### src/rtl/epdm_pkg.sv
`timescale 1ns / 1ps
// ----------------------------------------------------------------------------
// epdm_pkg: shared constants for the echo pulse distance meter
// Field widths, register indexes, reset values and conversion constants.
// ----------------------------------------------------------------------------
package epdm_pkg;

  localparam int unsigned TRIG_CNT_W        = 4;
  localparam int unsigned TRIGGER_TICKS_DEF = 10;
  localparam int unsigned TIMEOUT_W         = 16;
  localparam int unsigned WIDTH_W           = 16;
  localparam int unsigned DIST_W            = 9;

  // configuration port
  localparam int unsigned CFG_IDX_W  = 1;
  localparam int unsigned CFG_DATA_W = 16;
  localparam logic [CFG_IDX_W-1:0] CFG_IDX_TIMEOUT = 1'd0;
  localparam logic [CFG_IDX_W-1:0] CFG_IDX_UNIT    = 1'd1;

  localparam logic [TIMEOUT_W-1:0] TIMEOUT_RESET = 16'd30000;

  // width/58 = (width>>1)/29, width/148 = (width>>2)/37, each done as a
  // multiply by ceil(2^20/d); exact over the shifted 16-bit range
  localparam int unsigned RECIP_SHIFT = 20;
  localparam int unsigned RECIP_W     = 16;
  localparam int unsigned QUOT_W      = 12;
  localparam logic [RECIP_W-1:0] RECIP_CM = 16'd36158;
  localparam logic [RECIP_W-1:0] RECIP_IN = 16'd28340;

  localparam logic [DIST_W-1:0] DIST_MAX_CM = 9'd400;
  localparam logic [DIST_W-1:0] DIST_MAX_IN = 9'd157;

endpackage

### src/rtl/epdm_if.sv
`timescale 1ns / 1ps
// ----------------------------------------------------------------------------
// epdm_in_if / epdm_out_if: tick and result channels
// Valid/ready channels; a beat moves when valid and ready are both high.
// ----------------------------------------------------------------------------
interface epdm_in_if;
  logic valid;
  logic ready;
  logic start_req;
  logic echo;

  modport source (output valid, output start_req, output echo, input ready);
  modport sink   (input valid, input start_req, input echo, output ready);
endinterface

interface epdm_out_if;
  import epdm_pkg::*;
  logic                 valid;
  logic                 ready;
  logic                 trigger;
  logic                 done_res;
  logic                 timed_out;
  logic [WIDTH_W-1:0]   pulse_width;
  logic [DIST_W-1:0]    distance;

  modport source (output valid, output trigger, output done_res, output timed_out,
                  output pulse_width, output distance, input ready);
  modport sink   (input valid, input trigger, input done_res, input timed_out,
                  input pulse_width, input distance, output ready);
endinterface

### src/rtl/epdm_dist.sv
`timescale 1ns / 1ps
// ----------------------------------------------------------------------------
// epdm_dist: pulse width to distance
// Constant divide by reciprocal multiply, then clamp to the unit's range.
// ----------------------------------------------------------------------------
module epdm_dist (
  input  logic [epdm_pkg::WIDTH_W-1:0] width,
  input  logic                         unit_inch,
  output logic [epdm_pkg::DIST_W-1:0]  distance
);
  import epdm_pkg::*;

  logic [WIDTH_W-1:0]           x;
  logic [RECIP_W-1:0]           m;
  logic [WIDTH_W+RECIP_W-1:0]   prod;
  logic [QUOT_W-1:0]            quot;
  logic [DIST_W-1:0]            lim;

  always_comb begin
    if (unit_inch) begin
      x   = width >> 2;
      m   = RECIP_IN;
      lim = DIST_MAX_IN;
    end else begin
      x   = width >> 1;
      m   = RECIP_CM;
      lim = DIST_MAX_CM;
    end
    prod = (WIDTH_W+RECIP_W)'(x) * (WIDTH_W+RECIP_W)'(m);
    quot = prod[RECIP_SHIFT +: QUOT_W];
    if (quot > QUOT_W'(lim)) begin
      distance = lim;
    end else begin
      distance = quot[DIST_W-1:0];
    end
  end

endmodule

### src/rtl/echo_pulse_distance_meter.sv
`timescale 1ns / 1ps
// ----------------------------------------------------------------------------
// echo_pulse_distance_meter: ultrasonic echo pulse width distance meter
// Counts echo high time per 1 us tick and converts it to cm or inches.
// ----------------------------------------------------------------------------
// Usage:
//   in_ch carries one beat per 1 us tick: start_req and the sampled echo.
//   out_ch returns exactly one beat per input beat: the trigger level for
//   that tick, and on the finishing tick done_res with pulse width and
//   distance (or timed_out with zeros).
//   cfg_we/cfg_index/cfg_wdata write timeout_ticks (index 0) and unit_inch
//   (index 1); write only while the block is idle.
//   The result beat is registered; ticks flow at one per cycle while the
//   receiver takes each result. The whole step, the reciprocal multiply of
//   the distance conversion included, sits between the input handshake and
//   the result register.
//   in_ch.ready stays high while the result register is empty or being
//   taken; a stalled receiver holds the result and stops ticks behind it.
//   Reset (rst_n low, synchronous) returns to idle with timeout 30000 and
//   centimetres, and empties the result register.
// ----------------------------------------------------------------------------
module echo_pulse_distance_meter #(
  parameter int unsigned TRIGGER_TICKS = epdm_pkg::TRIGGER_TICKS_DEF
) (
  input  logic                            clk,
  input  logic                            rst_n,
  epdm_in_if.sink                         in_ch,
  epdm_out_if.source                      out_ch,
  input  logic                            cfg_we,
  input  logic [epdm_pkg::CFG_IDX_W-1:0]  cfg_index,
  input  logic [epdm_pkg::CFG_DATA_W-1:0] cfg_wdata
);
  import epdm_pkg::*;

  typedef enum logic [1:0] {
    PH_IDLE = 2'd0,
    PH_RISE = 2'd1,
    PH_FALL = 2'd2
  } phase_t;

  // configuration
  logic [TIMEOUT_W-1:0]  timeout_r;
  logic                  unit_inch_r;

  // measurement state
  phase_t                phase_r, phase_nxt, ph_cur;
  logic                  echo_before_r;
  logic [TRIG_CNT_W-1:0] trig_cnt_r, trig_cnt_nxt, trig_cnt_cur;
  logic [TIMEOUT_W-1:0]  wait_r, wait_nxt, wait_cur, wait_inc;
  logic [WIDTH_W-1:0]    width_r, width_nxt, width_cur;

  // result register
  logic                  out_valid_r;
  logic                  trigger_r;
  logic                  done_r;
  logic                  timed_out_r;
  logic [WIDTH_W-1:0]    pw_r;
  logic [DIST_W-1:0]     dist_r;

  logic                  in_acc;
  logic                  rise, fall, trig;
  logic                  done, tmo, fin;
  logic [DIST_W-1:0]     dist_cv;

  assign in_ch.ready = !out_valid_r || out_ch.ready;
  assign in_acc      = in_ch.valid && in_ch.ready;

  assign rise = in_ch.echo && !echo_before_r;
  assign fall = !in_ch.echo && echo_before_r;

  always_comb begin
    ph_cur       = phase_r;
    trig_cnt_cur = trig_cnt_r;
    wait_cur     = wait_r;
    width_cur    = width_r;
    if (phase_r != PH_RISE && phase_r != PH_FALL) begin
      ph_cur = PH_IDLE;
      if (in_ch.start_req) begin
        ph_cur       = PH_RISE;
        trig_cnt_cur = TRIG_CNT_W'(TRIGGER_TICKS);
        wait_cur     = '0;
        width_cur    = '0;
      end
    end

    trig      = (trig_cnt_cur != '0);
    wait_inc  = wait_cur + 1'b1;
    phase_nxt = ph_cur;
    wait_nxt  = wait_cur;
    width_nxt = width_cur;
    done      = 1'b0;
    tmo       = 1'b0;
    fin       = 1'b0;

    case (ph_cur)
      PH_RISE: begin
        if (rise) begin
          phase_nxt = PH_FALL;
          width_nxt = WIDTH_W'(1);
          wait_nxt  = '0;
        end else if (!trig) begin
          wait_nxt = wait_inc;
          if (wait_inc >= timeout_r) begin
            done = 1'b1;
            tmo  = 1'b1;
          end
        end
      end
      PH_FALL: begin
        // falling edges under the trigger are not armed yet
        if (trig) begin
          width_nxt = rise ? WIDTH_W'(1) : width_cur + 1'b1;
        end else if (fall) begin
          done = 1'b1;
          fin  = 1'b1;
        end else begin
          width_nxt = width_cur + 1'b1;
          wait_nxt  = wait_inc;
          if (wait_inc >= timeout_r) begin
            done = 1'b1;
            tmo  = 1'b1;
          end
        end
      end
      default: begin
      end
    endcase

    if (done) begin
      phase_nxt = PH_IDLE;
      wait_nxt  = '0;
    end
    trig_cnt_nxt = trig ? trig_cnt_cur - 1'b1 : trig_cnt_cur;
  end

  epdm_dist u_dist (
    .width     (width_cur),
    .unit_inch (unit_inch_r),
    .distance  (dist_cv)
  );

  always_ff @(posedge clk) begin
    if (!rst_n) begin
      timeout_r     <= TIMEOUT_RESET;
      unit_inch_r   <= 1'b0;
      phase_r       <= PH_IDLE;
      echo_before_r <= 1'b0;
      trig_cnt_r    <= '0;
      wait_r        <= '0;
      width_r       <= '0;
      out_valid_r   <= 1'b0;
    end else begin
      if (cfg_we) begin
        if (cfg_index == CFG_IDX_TIMEOUT) begin
          timeout_r <= cfg_wdata[TIMEOUT_W-1:0];
        end else if (cfg_index == CFG_IDX_UNIT) begin
          unit_inch_r <= cfg_wdata[0];
        end
      end
      if (in_acc) begin
        phase_r       <= phase_nxt;
        echo_before_r <= in_ch.echo;
        trig_cnt_r    <= trig_cnt_nxt;
        wait_r        <= wait_nxt;
        width_r       <= width_nxt;
        out_valid_r   <= 1'b1;
      end else if (out_ch.ready) begin
        out_valid_r <= 1'b0;
      end
    end
  end

  // result payload
  always_ff @(posedge clk) begin
    if (in_acc) begin
      trigger_r   <= trig;
      done_r      <= done;
      timed_out_r <= tmo;
      pw_r        <= fin ? width_cur : '0;
      dist_r      <= fin ? dist_cv : '0;
    end
  end

  assign out_ch.valid       = out_valid_r;
  assign out_ch.trigger     = trigger_r;
  assign out_ch.done_res    = done_r;
  assign out_ch.timed_out   = timed_out_r;
  assign out_ch.pulse_width = pw_r;
  assign out_ch.distance    = dist_r;

  // a timeout beat carries no measurement
  a_tmo_zero: assert property (@(posedge clk) disable iff (!rst_n)
    out_valid_r && timed_out_r |-> done_r && pw_r == '0 && dist_r == '0)
    else $error("timeout beat with nonzero width or distance");

  // completion is only possible once the trigger has ended
  a_trig_no_done: assert property (@(posedge clk) disable iff (!rst_n)
    out_valid_r && trigger_r |-> !done_r)
    else $error("done while trigger high");

  // a start taken while idle leaves idle
  a_start: assert property (@(posedge clk) disable iff (!rst_n)
    in_acc && phase_r == PH_IDLE && in_ch.start_req |=> phase_r != PH_IDLE)
    else $error("start accepted but phase stayed idle");

  a_dist_range: assert property (@(posedge clk) disable iff (!rst_n)
    out_valid_r |-> dist_r <= DIST_MAX_CM)
    else $error("distance beyond clamp");

  // an empty result register never blocks ticks
  a_ready: assert property (@(posedge clk) disable iff (!rst_n)
    !out_valid_r |-> in_ch.ready)
    else $error("input stalled with empty result register");

endmodule
### src/flat_wrapper.sv
// flat-port wrapper written by rule: the top's interface ports become plain ports
module echo_pulse_distance_meter_flat import epdm_pkg::*;
#(
  parameter int unsigned TRIGGER_TICKS = epdm_pkg::TRIGGER_TICKS_DEF
)
  (clk, rst_n, cfg_we, cfg_index, cfg_wdata, in_ch_valid, in_ch_start_req, in_ch_echo, in_ch_ready, out_ch_valid, out_ch_trigger, out_ch_done_res, out_ch_timed_out, out_ch_pulse_width, out_ch_distance, out_ch_ready);
  epdm_in_if in_ch_i ();
  epdm_out_if out_ch_i ();
  input  logic clk;
  input  logic rst_n;
  input  logic cfg_we;
  input  logic [epdm_pkg::CFG_IDX_W-1:0] cfg_index;
  input  logic [epdm_pkg::CFG_DATA_W-1:0] cfg_wdata;
  input wire logic [$bits(in_ch_i.valid)-1:0] in_ch_valid;
  input wire logic [$bits(in_ch_i.start_req)-1:0] in_ch_start_req;
  input wire logic [$bits(in_ch_i.echo)-1:0] in_ch_echo;
  output wire logic [$bits(in_ch_i.ready)-1:0] in_ch_ready;
  output wire logic [$bits(out_ch_i.valid)-1:0] out_ch_valid;
  output wire logic [$bits(out_ch_i.trigger)-1:0] out_ch_trigger;
  output wire logic [$bits(out_ch_i.done_res)-1:0] out_ch_done_res;
  output wire logic [$bits(out_ch_i.timed_out)-1:0] out_ch_timed_out;
  output wire logic [$bits(out_ch_i.pulse_width)-1:0] out_ch_pulse_width;
  output wire logic [$bits(out_ch_i.distance)-1:0] out_ch_distance;
  input wire logic [$bits(out_ch_i.ready)-1:0] out_ch_ready;
  assign in_ch_i.valid = in_ch_valid;
  assign in_ch_i.start_req = in_ch_start_req;
  assign in_ch_i.echo = in_ch_echo;
  assign in_ch_ready = in_ch_i.ready;
  assign out_ch_valid = out_ch_i.valid;
  assign out_ch_trigger = out_ch_i.trigger;
  assign out_ch_done_res = out_ch_i.done_res;
  assign out_ch_timed_out = out_ch_i.timed_out;
  assign out_ch_pulse_width = out_ch_i.pulse_width;
  assign out_ch_distance = out_ch_i.distance;
  assign out_ch_i.ready = out_ch_ready;
  echo_pulse_distance_meter #(.TRIGGER_TICKS(TRIGGER_TICKS)) u_core (.clk(clk), .rst_n(rst_n), .in_ch(in_ch_i), .out_ch(out_ch_i), .cfg_we(cfg_we), .cfg_index(cfg_index), .cfg_wdata(cfg_wdata));
endmodule
### config.mk
export PLATFORM = sky130hd
export DESIGN_NAME = echo_pulse_distance_meter_flat
export DESIGN_NICKNAME = d
export VERILOG_FILES = /design/src/rtl/epdm_pkg.sv /design/src/rtl/epdm_if.sv /design/src/rtl/epdm_dist.sv /design/src/rtl/echo_pulse_distance_meter.sv /design/src/flat_wrapper.sv
export SDC_FILE = /design/constraint.sdc
export NUM_CORES = 1
export LEC_CHECK = 0
export BUFFER_PORTS_ARGS = -buffer_cell sky130_fd_sc_hd__clkbuf_2
export CORE_MARGIN = 4
export CORE_UTILIZATION = 45
export DETAILED_ROUTE_END_ITERATION = 8
export GPL_TIMING_DRIVEN = 0
export HOLD_SLACK_MARGIN = 0.12
export PLACE_DENSITY = 0.74
export SYNTH_ARGS = -nofsm -noshare
export SYNTH_HDL_FRONTEND = slang
export SYNTH_HIERARCHICAL = 1
export SYNTH_SLANG_ARGS = --single-unit
### constraint.sdc
create_clock -name clk -period 8.2 [get_ports clk]
set_input_delay 0.82 -clock clk [delete_from_list [all_inputs] [get_ports clk]]
set_output_delay 0.82 -clock clk [all_outputs]
set_load 0.005 [all_outputs]
==> impl_results.md, run 1 <==
* Inserted Diodes at 0
* Crit. End Element: flop
* Die ar. at 26,800 µm²
* Layout cell share with drive strength beyond 1 at 0.170
* Max Clk Rate at 120 MHz
* Crit path largest cell delay at 560 ps
* Worst Path Buf+Inv at 10
* CP Depth at 35
* Slowest CP cell: fa_1
* YS warnings at 6
* Worst r2r src: u_core/phase_r[0]$_SDFFE_PN0P_
* Met3 routed WL at 2150 µm
* Min-Delay Path Class: reg2reg
* Worst setup path start: u_core/phase_r[0]$_SDFFE_PN0P_
* Cells after Synth at 1,263
* Placer Congestion at 0.962
* DR iter-0 viols at 1,175
* Req. time, crit path at 8310 ps
* Post-Syn Area per Cell at 8.64 µm²
* # setup viols final at 4
* Startpoint Class: flop
* Post-synth EDFFs at 28
* Worst rel slew slack at 0.366
* Avg WL per Cell at 17.5 µm
* CP Class: reg2reg
* VDD IR max at 90.9 µV
* Register area share after synthesis at 0.182
* Main synth FF type: dfxtp_1
* Initial antenna violation count at 0
* Vias per cell at 5.58
* Min cycle time layout at 8330 ps
* Pwr/cell area at 121 nW/µm²
* First-pass GRT wire length at 48,500 µm
* 1st-pass router iterations at 7
* Yosys cell types at 82
* FF-to-FF End: u_core/out_ch.distance[8]$_SDFFCE_PN0P_
* H-tree levels at 3
* Netlist Area Pre-Place at 10,900 µm²
* Most used cell along the critical path: inv_2
* Antenna-violating nets left at 0
* Setup TNS at -177 ps
* Total wire length at 29,700 µm
* CTS root buf: clkbuf_16
* Starting density of the core at 0.461
* Largest delay contributor family on the critical path: adder cells
* Die height at 164 µm
* Post-DP HPWL at 22,800 µm
* Status: finished with violations
* Top Ports at 54
* # port buffers at 52
* Clock transition at path regs at 70 ps
* Pin count of the biggest net entering global routing at 38
* Drc violations at 0
* CTS tree: built
* DR vias at 9,477
* CORE AREA at 23,700 µm²
* Final Skew at 8.70 ps
* Final Hold Fails at 0
* Max Buffers Root-to-Sink at 2
* Failing checks: negative setup slack
* Die X-Extent at 164 µm
* FP Rows at 56
* Register Area at 1990 µm²
* Grt ovf at 0
* P_leak at 6.33 nW
* Total track usage at 0.226
* Nets@finish at 1,658
* Fillers at 2,174
* CTS buffer count at 9
* Yosys reg bits at 85
* Setup ws final at -127 ps
* Syn-to-layout area delta at 16.7%
* Max layer used: met4
* Met2 Wirelength at 13,200 µm
* Final Core Density at 0.538
* TritonCTS sink count at 85
* Cell depth of the worst flop-to-flop path at 35
* Area of the multi-input gates at 8290 µm²
* Critical path fanouts, max at 7
* FF-to-FF setup slack at -130 ps
* Worst Path Arrival at 8430 ps
* Max_cap viols at 0
* Skew-Pair Late Insertion Delay at 340 ps
* Critical Path Sink: u_core/out_ch.distance[8]$_SDFFCE_PN0P_
* Fin. max-slew vios at 0
* Met1 Wirelength at 13,300 µm
* Vias in the first global route at 9,511
* Slew @ Worst Pin at 951 ps
* RSZ-0062 raised after global routing: true
* Crit share post-route at 1.02
* Ys async rst share at 0
* Post-CTS Hold Fix Bufs at 0
==> per-layer routing <==
metal,GRT usage,vias to the layer above
met5,0,-
met2,0.359,412
met1,0.326,4536
li1,-,4446
met3,0.0301,83
met4,0.0637,0
==> layout by cell type, fill, tap and decap left out, types with 6 or more instances in the layout <==
| cell | instances |
|---|---|
| nand2b_1 | 6 |
| ha_1 | 128 |
| and3_1 | 17 |
| o21ai_1 | 11 |
| clkbuf_2 | 53 |
| or3_1 | 7 |
| clkbuf_16 | 13 |
| a32o_1 | 8 |
| ha_4 | 9 |
| a21oi_1 | 49 |
| nor3_1 | 20 |
| fa_1 | 121 |
| nand3_1 | 32 |
| and2_1 | 16 |
| edfxtp_1 | 28 |
| and2_4 | 6 |
| nor2_4 | 11 |
| inv_2 | 22 |
| a31oi_1 | 6 |
| conb_1 | 13 |
| xor2_1 | 8 |
| buf_4 | 39 |
| buf_2 | 6 |
| nand2_1 | 107 |
| xnor2_1 | 13 |
| o211ai_1 | 21 |
| dfxtp_1 | 55 |
| inv_1 | 226 |
| nand2_2 | 11 |
| a211oi_1 | 6 |
| nor4_1 | 7 |
| nor2_1 | 57 |
| nand4_1 | 16 |
| a21o_1 | 12 |
| o31ai_1 | 7 |
| o21ai_0 | 35 |
| o21a_1 | 14 |
| clkbuf_1 | 33 |
==> kinds of logic after synthesis <==
kind of cell	share of synthesized area
other	0.000688
adder cells (fa/ha/maj)	0.382
AND/OR/NAND/NOR	0.162
AO/OA/AOI/OAI	0.148
multiplexers	0.00367
flip-flops	0.182
XOR/XNOR	0.0193
buffers and inverters	0.103
==> metrics by stage <==
step                power (mW)  instance area [µm²]  hold WS [ps]  instances  setup slack, ps
floorplan                0.896                11000           429       1274             6.38
global placement          1.04                11700           444       1645            -1230
detailed placement        1.05                11700           446       1645            -1320
CTS                       1.52                12600           456       1692            0.967
global route              1.64                12700           489       1698             -356
finish                    1.54                12700           457       1698             -127
==> registers in the layout, summed over array words and instances (netlist names) <==
name	count
u_core/echo_before_r	1
u_core/out_ch.distance	9
u_core/out_ch.done_res	1
u_core/out_ch.pulse_width	16
u_core/out_ch.timed_out	1
u_core/out_ch.trigger	1
u_core/out_ch.valid	1
u_core/phase_r	2
u_core/timeout_r	16
u_core/trig_cnt_r	4
u_core/unit_inch_r	1
u_core/wait_r	16
u_core/width_r	16
==> repair_timing <==
item,in CTS,in global routing
resized for setup,100,25
setup endpoints to repair,9,9
pin swaps,35,12
buffers inserted,33,6
==> cell type report <==
| class | instances | share of cell area |
|---|---|---|
| inverters | 251 | 0.0746 |
| repair buffers | 91 | 0.0436 |
| clock buffers | 9 | 0.0177 |
| well taps | 319 | 0.0313 |
| flip-flops and latches | 85 | 0.156 |
| clock inverters | 7 | 0.00491 |
| plain buffers | 46 | 0.0210 |
| multi-input cells | 890 | 0.651 |
==> worst min path at each step <==
stage / from / end / slack (ps) / depth (start not counted)
2_1_floorplan: u_core/phase_r[1]$_SDFFE_PN0P_ / u_core/phase_r[1]$_SDFFE_PN0P_ / 430 / 2
3_3_place_gp: u_core/timeout_r[2]$_SDFFE_PN0P_ / u_core/timeout_r[2]$_SDFFE_PN0P_ / 440 / 2
3_5_place_dp: u_core/timeout_r[2]$_SDFFE_PN0P_ / u_core/timeout_r[2]$_SDFFE_PN0P_ / 450 / 2
4_1_cts: u_core/timeout_r[2]$_SDFFE_PN0P_ / u_core/timeout_r[2]$_SDFFE_PN0P_ / 460 / 2
5_1_grt: u_core/timeout_r[2]$_SDFFE_PN0P_ / u_core/timeout_r[2]$_SDFFE_PN0P_ / 490 / 2
6_report: u_core/timeout_r[2]$_SDFFE_PN0P_ / u_core/timeout_r[2]$_SDFFE_PN0P_ / 460 / 2
==> worst register-to-register path: cells and delay by family, from the launching register on <==
kind,cells,cell delay [ps]
xor+xnor,1,200
simple gates,8,1440
flops,1,330
fa+ha+maj,9,3890
mux,1,210
buf+inv,10,740
compound gates,6,1260
==> cell usage after synthesis (7+ instances only) <==
library cell    n  area [µm²]
or3_1           7        43.8
nand3_1        33         165
a21oi_1        56         280
fa_1          122        2440
and3_1         18         113
dfxtp_1        57        1140
nor3_1         21         105
o21ai_0        39         195
o31ai_1         8        60.1
nor4_1          7        43.8
and2_1         22         138
xor2_1          9        78.8
ha_1          138        1730
edfxtp_1       28         841
a31oi_1         8        50.1
o211ai_1       21         158
inv_1         249         935
a32o_1          8        80.1
xnor2_1        15         131
clkbuf_1       41         154
nand4_1        16         100
nor2_1         67         251
nor2b_1         9        56.3
a21o_1         12        90.1
nand2_1       120         450
o21a_1         14         105
o21ai_1         8        40.0
==> power breakdown <==
part	total [mW]	leakage, nW	switching, mW	internal (mW)
clock	0.405	0.146	0.191	0.214
sequential	0.463	0.747	0.0113	0.452
combinational	0.674	5.44	0.405	0.269
total	1.54	6.33	0.607	0.935
(Power assumes the default switching activity.)
==> inputs of run 2 (changes only) <==
- CORE_MARGIN: 4 -> default
- CORE_UTILIZATION: 45 -> 30
- MAX_ROUTING_LAYER: default -> met4
- PLACE_DENSITY: 0.74 -> 0.56
==> impl_results.md, run 2 (synthesized netlist as in run 1, its figures left out) <==
* Status: finished with violations
* Failing checks: design-rule violations, negative setup slack
* Cell Area, Placed at 11,900 µm²
* Hold WS at 455 ps
* Syn-to-layout area delta at 19.0%
* Final Skew at 14.4 ps
* DR iter-0 viols at 622
* Slowest CP cell: fa_1
* Vias per cell at 5.04
* Dpl ws at -1590 ps
* CTS root buf: clkbuf_16
* Commonest non-fill, non-tap cell in the layout: inv_1
* Crit path largest cell delay at 570 ps
* Skew-Pair Late Insertion Delay at 360 ps
* Slew @ Worst Pin at 953 ps
* P_leak at 6.37 nW
* CTS tree: built
* Max_cap viols at 0
* Met1 Wirelength at 15,500 µm
* # port buffers at 52
* Die X-Extent at 193 µm
* CTS buffer count at 9
* TritonCTS sink count at 85
* Crit. End Element: flop
* Max Clk Rate at 122 MHz
* Most used cell along the critical path: inv_1
* Placer Congestion at 0.905
* CORE AREA at 35,700 µm²
* Min-Delay Path Class: reg2reg
* Design area at 13,000 µm²
* Largest delay contributor family on the critical path: adder cells
* Die height at 193 µm
* Worst r2r src: u_core/phase_r[0]$_SDFFE_PN0P_
* Post-DP HPWL at 24,800 µm
* H-tree levels at 3
* Commonest cells after routing, fill and taps aside: inv_1 (223), ha_1 (128), fa_1 (121)
* FP Rows at 69
* CP Class: reg2reg
* # setup viols final at 1
* Worst rel slew slack at 0.360
* Initial antenna violation count at 0
* Layout cell share with drive strength beyond 1 at 0.181
* Nets@finish at 1,661
* Crit share post-route at 1.00
* Critical path fanouts, max at 7
* Fin. max-slew vios at 0
* VDD IR max at 101 µV
* Setup TNS at -25.5 ps
* Avg WL per Cell at 17.1 µm
* Final Core Density at 0.364
* Total wire length at 31,600 µm
* Grt ovf at 0
* Worst Path Arrival at 8330 ps
* Setup ws final at -25.5 ps
* Worst Path Buf+Inv at 9
* 1st-pass router iterations at 7
* Met3 routed WL at 1350 µm
* Met2 Wirelength at 14,300 µm
* Final Hold Fails at 0
* Drc violations at 4
* RSZ-0062 raised after global routing: true
* Max layer used: met4
* Worst setup path start: u_core/phase_r[0]$_SDFFE_PN0P_
* Startpoint Class: flop
* Total track usage at 0.182
* Pin count of the biggest net entering global routing at 22
* Pwr/cell area at 118 nW/µm²
* Antenna-violating nets left at 0
* Hold path startpoint: u_core/timeout_r[3]$_SDFFE_PN0P_
* Req. time, crit path at 8310 ps
* First-pass GRT wire length at 50,500 µm
* Vias in the first global route at 9,260
* DR vias at 9,282
* Starting density of the core at 0.306
* Max Buffers Root-to-Sink at 2
* Clock transition at path regs at 70 ps
* Top Ports at 54
* Min cycle time layout at 8230 ps
* Die ar. at 37,100 µm²
* Inserted Diodes at 0
==> run 2: per-layer routing <==
| metal | vias to the layer above | global-route usage |
|---|---|---|
| met1 | 4560 | 0.258 |
| met2 | 239 | 0.278 |
| met5 | - | - |
| li1 | 4459 | - |
| met4 | 0 | 0.0354 |
| met3 | 24 | 0.0220 |
==> run 2: final cells by class <==
cell class,count,area (µm²)
timing repair buffer,94,597
clock buffer,9,225
buffer,46,274
clock inverter,7,47.5
tap,461,577
sequential,85,1990
inverter,251,951
fill,3634,22700
multi-input combinational,890,8330
==> run 2: where the power goes <==
part	switching [mW]	total (mW)	internal, mW
combinational	0.404	0.673	0.269
sequential	0.0121	0.464	0.452
clock	0.192	0.399	0.207
==> run 2: path summary, 6_finish.rpt <==
check | to | slack [ps] | cells after the start
hold / removal | u_core/timeout_r[3]$_SDFFE_PN0P_ | 460 | 2
setup reg to reg | u_core/out_ch.distance[8]$_SDFFCE_PN0P_ | -30 | 35
setup / recovery | u_core/out_ch.distance[8]$_SDFFCE_PN0P_ | -30 | 35
hold reg to reg | u_core/timeout_r[3]$_SDFFE_PN0P_ | 460 | 2
==> run 2: worst register-to-register path: cells and delay by family (launching register included) <==
family	cells	cell delay (ps)
compound gates	6	880
xor+xnor	1	160
fa+ha+maj	9	3960
buf+inv	9	760
flops	1	330
mux	1	210
simple gates	9	1700
==> run 2: metrics by stage <==
| stage | cells | power (mW) |
|---|---|---|
| 3_3_place_gp | 1787 | 1.05 |
| 4_1_cts | 1838 | 1.54 |
| 6_report | 1843 | 1.54 |
| 3_5_place_dp | 1788 | 1.06 |
| 2_1_floorplan | 1274 | 0.896 |
| 5_1_grt | 1843 | 1.65 |
==> run 2: what timing repair did <==
item	4_1_cts	5_1_grt
pin swaps	49	11
setup buffers	36	5
endpoints found under the setup margin	9	8
hold buffers	0	0
gates resized for setup	128	16
